`src/hdl/kpd_pkg.sv`:
```
// ----------------------------------------------------------------------------
// Keypad press detector package
// Shared constants, function codes and the result record used by the
// detector engine and the top level.
// ----------------------------------------------------------------------------
package kpd_pkg;

   // Number of keys in the matrix; map bits at and above this are ignored.
   localparam int KEY_COUNT = 16;

   // Widths of the item fields.
   localparam int MAP_W   = 16;
   localparam int COUNT_W = 16;
   localparam int FUNC_W  = 2;
   localparam int RSP_W   = 24;

   // Mask of the key bits that take part in a scan.
   localparam logic [MAP_W-1:0] KEY_BITS_MASK =
      (KEY_COUNT >= MAP_W) ? {MAP_W{1'b1}} : MAP_W'((64'd1 << KEY_COUNT) - 64'd1);

   // Hold count threshold after reset.
   localparam logic [COUNT_W-1:0] LONG_TICKS_RESET = COUNT_W'(30);

   // Saturation value of the hold counter.
   localparam logic [COUNT_W-1:0] COUNT_MAX = {COUNT_W{1'b1}};

   // Function codes carried on the request tuser.
   typedef enum logic [FUNC_W-1:0] {
      FUNC_SCAN      = 2'd0,
      FUNC_READ_KEY  = 2'd1,
      FUNC_READ_LONG = 2'd2,
      FUNC_NOP       = 2'd3
   } func_type;

   // One result beat before packing.
   typedef struct packed {
      logic             key_held;
      logic             long_press;
      logic             multi_key;
      logic [MAP_W-1:0] key_mask;
   } result_type;

endpackage

```
`src/hdl/kpd_engine.sv`:
```
// ----------------------------------------------------------------------------
// Keypad press detector engine
// Holds the scan state and the threshold register, works out the result
// of one item combinationally and commits the new state when it advances.
// ----------------------------------------------------------------------------
module kpd_engine (
   input  logic                     clock,
   input  logic                     reset,
   input  logic                     csr_wen,
   input  logic [15:0]              csr_wdata,
   input  logic                     step,
   input  kpd_pkg::func_type        func,
   input  logic [kpd_pkg::MAP_W-1:0] key_map,
   output kpd_pkg::result_type      result
);
   import kpd_pkg::*;

   logic [COUNT_W-1:0] long_ticks_ff;
   logic [MAP_W-1:0]   previous_map_ff, previous_map_in;
   logic               held_ff, held_in;
   logic [COUNT_W-1:0] count_ff, count_in;
   logic [MAP_W-1:0]   released_ff, released_in;
   logic               long_ff, long_in;
   logic [MAP_W-1:0]   map;
   logic [COUNT_W-1:0] count_inc;
   logic               released_single;

   // Threshold register, written whenever the enable is high.
   always_ff @(posedge clock) begin
      if (reset) begin
         long_ticks_ff <= LONG_TICKS_RESET;
      end else if (csr_wen) begin
         long_ticks_ff <= csr_wdata;
      end
   end

   assign map = key_map & KEY_BITS_MASK;

   // The hold counter advances while a key is held and sticks at its top.
   assign count_inc = (held_ff && count_ff != COUNT_MAX) ? count_ff + COUNT_W'(1) : count_ff;

   // A latched key is a single key when exactly one bit is set.
   assign released_single = (released_ff & (released_ff - MAP_W'(1))) == '0;

   // Next state and result for the item in the input register.
   always_comb begin
      previous_map_in = previous_map_ff;
      held_in         = held_ff;
      count_in        = count_ff;
      released_in     = released_ff;
      long_in         = long_ff;
      result          = '0;
      case (func)
         FUNC_SCAN: begin
            count_in        = count_inc;
            previous_map_in = map;
            if (map != previous_map_ff) begin
               if (map == '0) begin
                  held_in     = 1'b0;
                  released_in = previous_map_ff;
                  if (count_inc > long_ticks_ff) begin
                     long_in = 1'b1;
                  end
                  count_in = '0;
               end else begin
                  held_in = 1'b1;
               end
            end
         end
         FUNC_READ_KEY: begin
            released_in = '0;
            if (released_ff != '0) begin
               if (released_single) begin
                  result.key_mask = released_ff;
               end else begin
                  result.multi_key = 1'b1;
               end
            end
         end
         FUNC_READ_LONG: begin
            result.long_press = long_ff;
            long_in           = 1'b0;
         end
         default: begin
         end
      endcase
      result.key_held = held_in;
   end

   // Commit the state when the item moves on to the result register.
   always_ff @(posedge clock) begin
      if (reset) begin
         previous_map_ff <= '0;
         held_ff         <= 1'b0;
         count_ff        <= '0;
         released_ff     <= '0;
         long_ff         <= 1'b0;
      end else if (step) begin
         previous_map_ff <= previous_map_in;
         held_ff         <= held_in;
         count_ff        <= count_in;
         released_ff     <= released_in;
         long_ff         <= long_in;
      end
   end

endmodule

```
`src/hdl/matrix_keypad_press_detector.sv`:
```
// ----------------------------------------------------------------------------
// Matrix keypad press detector
// Tracks a 4x4 key matrix scan by scan, latches released keys and flags
// long presses; read requests return and clear what was latched.
// ----------------------------------------------------------------------------
// Usage:
// Each request beat carries the key map in req_tdata and the function in
// req_tuser (scan, read key, read long flag, no operation). Every request
// beat gives exactly one response beat, in order.
// A beat is held in an input register, worked out in one pass of logic
// and stored in the response register, which offers the response. One
// beat is taken per cycle when the receiver keeps rsp_tready high.
// When the receiver stalls, the response register holds its beat and the
// input register still takes one more beat; after that req_tready drops
// until the response is taken.
// The long-press threshold is written through csr_wen/csr_wdata; the user must
// write it only while the block is idle, which the block does not enforce. Reset
// clears all scan state, empties both registers, sets the threshold to 30 ticks.
// ----------------------------------------------------------------------------
module matrix_keypad_press_detector (
   input  logic        clock,
   input  logic        reset,
   // Configuration: long press threshold in ticks
   input  logic        csr_wen,
   input  logic [15:0] csr_wdata,
   // Request channel
   input  logic        req_tvalid,
   output logic        req_tready,
   input  logic [15:0] req_tdata,   // [15:0] key_map
   input  logic [1:0]  req_tuser,   // [1:0] func
   // Response channel
   output logic        rsp_tvalid,
   input  logic        rsp_tready,
   output logic [23:0] rsp_tdata    // [15:0] key_mask, [16] multi_key,
                                    // [17] long_press, [18] key_held, [23:19] zero
);
   import kpd_pkg::*;

   logic               in_valid_ff, in_valid_in;
   func_type           func_ff;
   logic [MAP_W-1:0]   map_ff;
   logic               out_valid_ff, out_valid_in;
   result_type         out_data_ff;
   result_type         result;
   logic               advance;
   logic               req_take;

   // The input beat moves on when the response register is free or emptying.
   assign advance    = in_valid_ff && (!out_valid_ff || rsp_tready);
   assign req_tready = !in_valid_ff || advance;
   assign req_take   = req_tvalid && req_tready;

   // Input register control.
   always_comb begin
      in_valid_in = in_valid_ff;
      if (req_take) begin
         in_valid_in = 1'b1;
      end else if (advance) begin
         in_valid_in = 1'b0;
      end
   end

   // Response register control.
   always_comb begin
      out_valid_in = out_valid_ff;
      if (advance) begin
         out_valid_in = 1'b1;
      end else if (rsp_tready) begin
         out_valid_in = 1'b0;
      end
   end

   always_ff @(posedge clock) begin
      if (reset) begin
         in_valid_ff  <= 1'b0;
         out_valid_ff <= 1'b0;
      end else begin
         in_valid_ff  <= in_valid_in;
         out_valid_ff <= out_valid_in;
      end
   end

   // Payload registers.
   always_ff @(posedge clock) begin
      if (req_take) begin
         func_ff <= func_type'(req_tuser);
         map_ff  <= req_tdata;
      end
      if (advance) begin
         out_data_ff <= result;
      end
   end

   kpd_engine u_engine (
      .clock     (clock),
      .reset     (reset),
      .csr_wen   (csr_wen),
      .csr_wdata (csr_wdata),
      .step      (advance),
      .func      (func_ff),
      .key_map   (map_ff),
      .result    (result)
   );

   assign rsp_tvalid = out_valid_ff;
   assign rsp_tdata  = {(RSP_W - $bits(result_type))'(0), out_data_ff};

endmodule

```
`config.mk`:
```
export PLATFORM = sky130hd
export DESIGN_NAME = matrix_keypad_press_detector
export DESIGN_NICKNAME = d
export VERILOG_FILES = /design/src/hdl/kpd_pkg.sv /design/src/hdl/kpd_engine.sv /design/src/hdl/matrix_keypad_press_detector.sv
export SDC_FILE = /design/constraint.sdc
export NUM_CORES = 1
export LEC_CHECK = 0
export ABC_AREA = 1
export BUFFER_PORTS_ARGS = -buffer_cell sky130_fd_sc_hd__buf_2
export CELL_PAD_IN_SITES_DETAIL_PLACEMENT = 1
export CELL_PAD_IN_SITES_GLOBAL_PLACEMENT = 1
export CORE_MARGIN = 1
export CORE_UTILIZATION = 39
export DETAILED_ROUTE_END_ITERATION = 8
export PLACE_DENSITY = 0.79
export SETUP_SLACK_MARGIN = 0.15
export SYNTH_ARGS = -nofsm -noshare
export SYNTH_HDL_FRONTEND = slang
export SYNTH_SLANG_ARGS = --single-unit
export TNS_END_PERCENT = 1
```
`constraint.sdc`:
```
create_clock -name clock -period 2.3 [get_ports clock]
set_clock_uncertainty 0.05 [all_clocks]
set_input_delay 0.23 -clock clock [delete_from_list [all_inputs] [get_ports clock]]
set_output_delay 0.23 -clock clock [all_outputs]
set_load 0.02 [all_outputs]
```
==> impl_metrics.env <==
export IMPL_p_total_mw=4.22
export IMPL_max_slew_margin_rel_pct=49.8
export IMPL_via_per_inst=4.96
export IMPL_placed_area_mm2=0.00620
export IMPL_clock_latency_ns=0.36
export IMPL_overflow=0
export IMPL_reg2regPathDepth=20
export IMPL_grt_max_degree=42
export IMPL_rrSetupSlack_ns=-0.23
export IMPL_drc=0
export IMPL_cp_max_fo=12
export IMPL_die_area_mm2=0.0147
export IMPL_io_pins=65
export IMPL_wl_um=15500
export IMPL_timing_fmax_mhz=396
export IMPL_violations="negative setup slack"
export IMPL_die_x_um=121
export IMPL_finalHoldViolations=0
export IMPL_cts_max_level=3
export IMPL_ant_nets=0
export IMPL_p_per_area_mw_per_mm2=616
export IMPL_worst_slew_pin_slew_ns=0.752
export IMPL_ys_types=35
export IMPL_r2r_end="u_engine.long_ff"
export IMPL_leakage_nw=3.02
export IMPL_setup_slack_ns=-0.227
export IMPL_cts_sinks=105
export IMPL_end_kind="flop"
export IMPL_root_buffer="clkbuf_16"
export IMPL_hold_path_depth=1
export IMPL_antenna_found_initial=0
export IMPL_outcome="complete, but fails checks"
export IMPL_design_area_mm2=0.00684
export IMPL_layout_cells_non_filler=1032
export IMPL_cts_max_path_buffers=2
export IMPL_start_util_pct=40.0
export IMPL_hold_class="input pin to flop"
export IMPL_arrival_ns=2.73
export IMPL_critPathLaunchType="flop"
export IMPL_syn2layout_area_growth_pct=23.8
export IMPL_drive_gt1_share_pct=22.9
export IMPL_maxCapViolations=0
export IMPL_grt_usage_pct=22.1
export IMPL_finalSetupTns_ns=-0.227
export IMPL_die_h_um=121
export IMPL_avgSynthCellArea_um2=7.42
export IMPL_netlist_area_mm2=0.00553
export IMPL_routedWlPerCell_um=15.1
export IMPL_cp_top_family="simple AND/OR/NAND/NOR gates"
export IMPL_yosysSeqAreaShare_pct=44.7
export IMPL_setup_viol_count_final=1
export IMPL_final_util_pct=49.5
export IMPL_fin_nets=903
export IMPL_p_clk_share_pct=36.3
export IMPL_rr_startpoint="u_engine.count_ff[0]"
export IMPL_io_buffers=59
export IMPL_grt_first_pass_wirelength_um=25000
export IMPL_first_pass_iters=4
export IMPL_critPathRequiredTime_ns=2.50
export IMPL_drt_initial_drc_count=214
export IMPL_netSwitchingFraction_pct=27.0
export IMPL_place_congestion=0.863
export IMPL_coreArea_mm2=0.0138
export IMPL_cts_clk_slew_worst_paths_ns=0.07
export IMPL_syn_inst=745
export IMPL_finalCriticalPeriod_ns=2.53
export IMPL_grt_pass1_vias=5316
export IMPL_intPower_mw=3.08
export IMPL_worstHoldStart="req_tdata[0]"
export IMPL_rows=43
export IMPL_min_to="map_ff[0]"
export IMPL_post_route_period_util_pct=110
export IMPL_path_cells="ha_4 > nand2_1 > nor2_1 > nand2_2 > nor2_4 > nor2_4 > buf_12 > nand2_1 > nand2_1 > ha_1 > inv_1 > nor2_1 > o21bai_1 > nand2_1 > nand2_1 > nand2_2 > a21oi_2 > nor2_1 > nor2_1 > nor2_1"
export IMPL_dp_hpwl_um=11200
export IMPL_crit_buf_inv=2
export IMPL_critPathMaxStageDelay_ns=0.37
export IMPL_ys_warn_count=0
export IMPL_peakVddDrop_mv=0.288
export IMPL_rsz0062_at_grt="yes"
export IMPL_critPathKind="flop to flop"
export IMPL_placed_cells=996
export IMPL_ys_seq_elements=105
export IMPL_tritoncts="built"
export IMPL_cts_buffers_inserted=9
export IMPL_diodes=0
export IMPL_cp_slowest_cell="dfxtp_4"
export IMPL_num_vias=5117
export IMPL_p_switching_mw=1.14
export IMPL_pwr_share_comb_pct=15.1
export IMPL_p_seq_share_pct=48.6
export IMPL_finalMaxSlewViolations=0
-- area by class of cell --
class	count	area [µm²]
tap	180	225
multi-input combinational	515	2670
inverter	98	368
clock inverter	6	57.6
fill	1753	6980
sequential	105	2480
clock buffer	10	229
timing repair buffer	118	813
-- cells in the final DEF, fill, tap and decap left out, types with 2 or more instances in the layout --
| cell | n |
|---|---|
| a21oi_1 | 69 |
| a21oi_2 | 5 |
| buf_12 | 2 |
| buf_2 | 59 |
| buf_4 | 44 |
| clkbuf_16 | 9 |
| clkinv_1 | 2 |
| clkinv_2 | 3 |
| conb_1 | 5 |
| dfxtp_1 | 63 |
| dfxtp_2 | 3 |
| dfxtp_4 | 2 |
| dlygate4sd3_1 | 12 |
| edfxtp_1 | 37 |
| ha_1 | 11 |
| ha_4 | 6 |
| inv_1 | 89 |
| inv_2 | 8 |
| nand2_1 | 197 |
| nand2_2 | 15 |
| nand3_1 | 32 |
| nand3_2 | 2 |
| nand3b_1 | 5 |
| nand4_1 | 7 |
| nor2_1 | 73 |
| nor2_2 | 20 |
| nor2_4 | 8 |
| o21ai_0 | 40 |
| o21ai_1 | 5 |
| o21ai_4 | 2 |
| xor2_1 | 2 |
-- power groups by stage --
stage          clock network (mW)  logic [mW]  registers (mW)
2_1_floorplan                   0       0.380            2.10
3_3_place_gp                    0       0.532            2.09
3_5_place_dp                    0       0.559            2.09
4_1_cts                      1.58       0.610            2.05
5_1_grt                      1.63       0.711            2.06
6_report                     1.53       0.636            2.05
-- per-layer routing --
| metal | wire, µm | track usage (%) | up-vias |
|---|---|---|---|
| met2 | 8440 | 42.7 | 70 |
| met3 | 293 | 2.44 | 34 |
| met4 | 512 | 11.8 | 0 |
| li1 | - | - | 2575 |
| met5 | 0 | 0 | - |
| met1 | 6300 | 23.2 | 2438 |
-- through the flow --
stage	setup slack, ns	hold slack, ns
final	-0.227	0.0169
after global routing	-0.399	0.00188
after CTS	-0.202	0.00363
after detailed placement	-0.281	0.358
after global placement	-0.266	0.357
after floorplan	0.0682	0.279
-- how the worst max path moves through the flow --
| stage | start | slack (ns) | cells past startpoint | end |
|---|---|---|---|---|
| 2_1_floorplan | u_engine.count_ff[1] | 0.07 | 20 | u_engine.long_ff |
| 3_3_place_gp | u_engine.count_ff[1] | -0.27 | 18 | u_engine.long_ff |
| 3_5_place_dp | u_engine.count_ff[0] | -0.28 | 18 | u_engine.long_ff |
| 4_1_cts | u_engine.count_ff[1] | -0.20 | 19 | u_engine.long_ff |
| 5_1_grt | u_engine.count_ff[8] | -0.40 | 18 | u_engine.long_ff |
| 6_report | u_engine.count_ff[0] | -0.23 | 20 | u_engine.long_ff |
-- cells by family after synthesis --
group                    share of synthesized area [%]
buffers and inverters                             10.0
adder cells (fa/ha/maj)                           3.85
XOR/XNOR                                         0.475
other                                           0.0678
flip-flops                                        44.7
AO/OA/AOI/OAI                                     11.8
AND/OR/NAND/NOR                                   29.0
-- worst reg2reg max path, cell delays in order (launching register included) --
cell      delay [ns]
dfxtp_4         0.37
ha_4            0.14
nand2_1         0.05
nor2_1          0.11
nand2_2         0.11
nor2_4          0.15
nor2_4          0.06
buf_12          0.15
nand2_1         0.06
nand2_1         0.09
ha_1            0.31
inv_1           0.08
nor2_1          0.05
o21bai_1        0.12
nand2_1         0.10
nand2_1         0.09
nand2_2         0.06
a21oi_2         0.11
nor2_1          0.05
nor2_1          0.08
nor2_1          0.04
-- synth_stat cells --
cell,instances,share of area (%)
inv_1,90,6.1
xor2_1,2,0.32
and2_1,1,0.11
nand2_2,8,0.91
nand4_1,7,0.79
a21oi_2,3,0.48
nand3b_1,5,0.68
buf_2,7,0.63
dfxtp_1,68,25
o21ai_0,41,3.7
clkbuf_1,12,0.81
nor3_4,1,0.29
inv_2,7,0.48
nand3_1,32,2.9
nor2_4,8,1.6
edfxtp_1,37,20
o21ai_1,5,0.45
o21ai_2,1,0.16
nor2_2,14,1.6
clkinv_1,1,0.068
a21oi_1,72,6.5
nand3_2,2,0.36
nor2_1,79,5.4
nor3_1,2,0.18
conb_1,1,0.068
a31oi_1,1,0.11
o211ai_1,1,0.14
buf_4,8,1.1
nand2_1,204,14
nand4_4,1,0.38
xnor2_1,1,0.16
buf_6,4,0.81
o21bai_1,1,0.14
ha_1,17,3.8
o21a_1,1,0.14
-- registers in the layout, summed over array words and instances (netlist names) --
signal / flops
rsp_tdata: 19
map_ff: 16
u_engine.count_ff: 16
u_engine.long_ticks_ff: 16
u_engine.previous_map_ff: 16
u_engine.released_ff: 16
func_ff: 2
in_valid_ff: 1
rsp_tvalid: 1
u_engine.held_ff: 1
u_engine.long_ff: 1
-- repair_timing --
| action | 4_1_cts | 5_1_grt |
|---|---|---|
| endpoints found under the hold margin | 12 | 0 |
| setup buffers | 5 | 2 |
| setup endpoints to repair | 1 | 15 |
| hold buffers | 12 | 0 |
| pin swaps | 7 | 9 |
| gates cloned | 1 | 0 |
| gates resized for setup | 16 | 17 |
No activity file was read; power rests on OpenSTA's default activity.
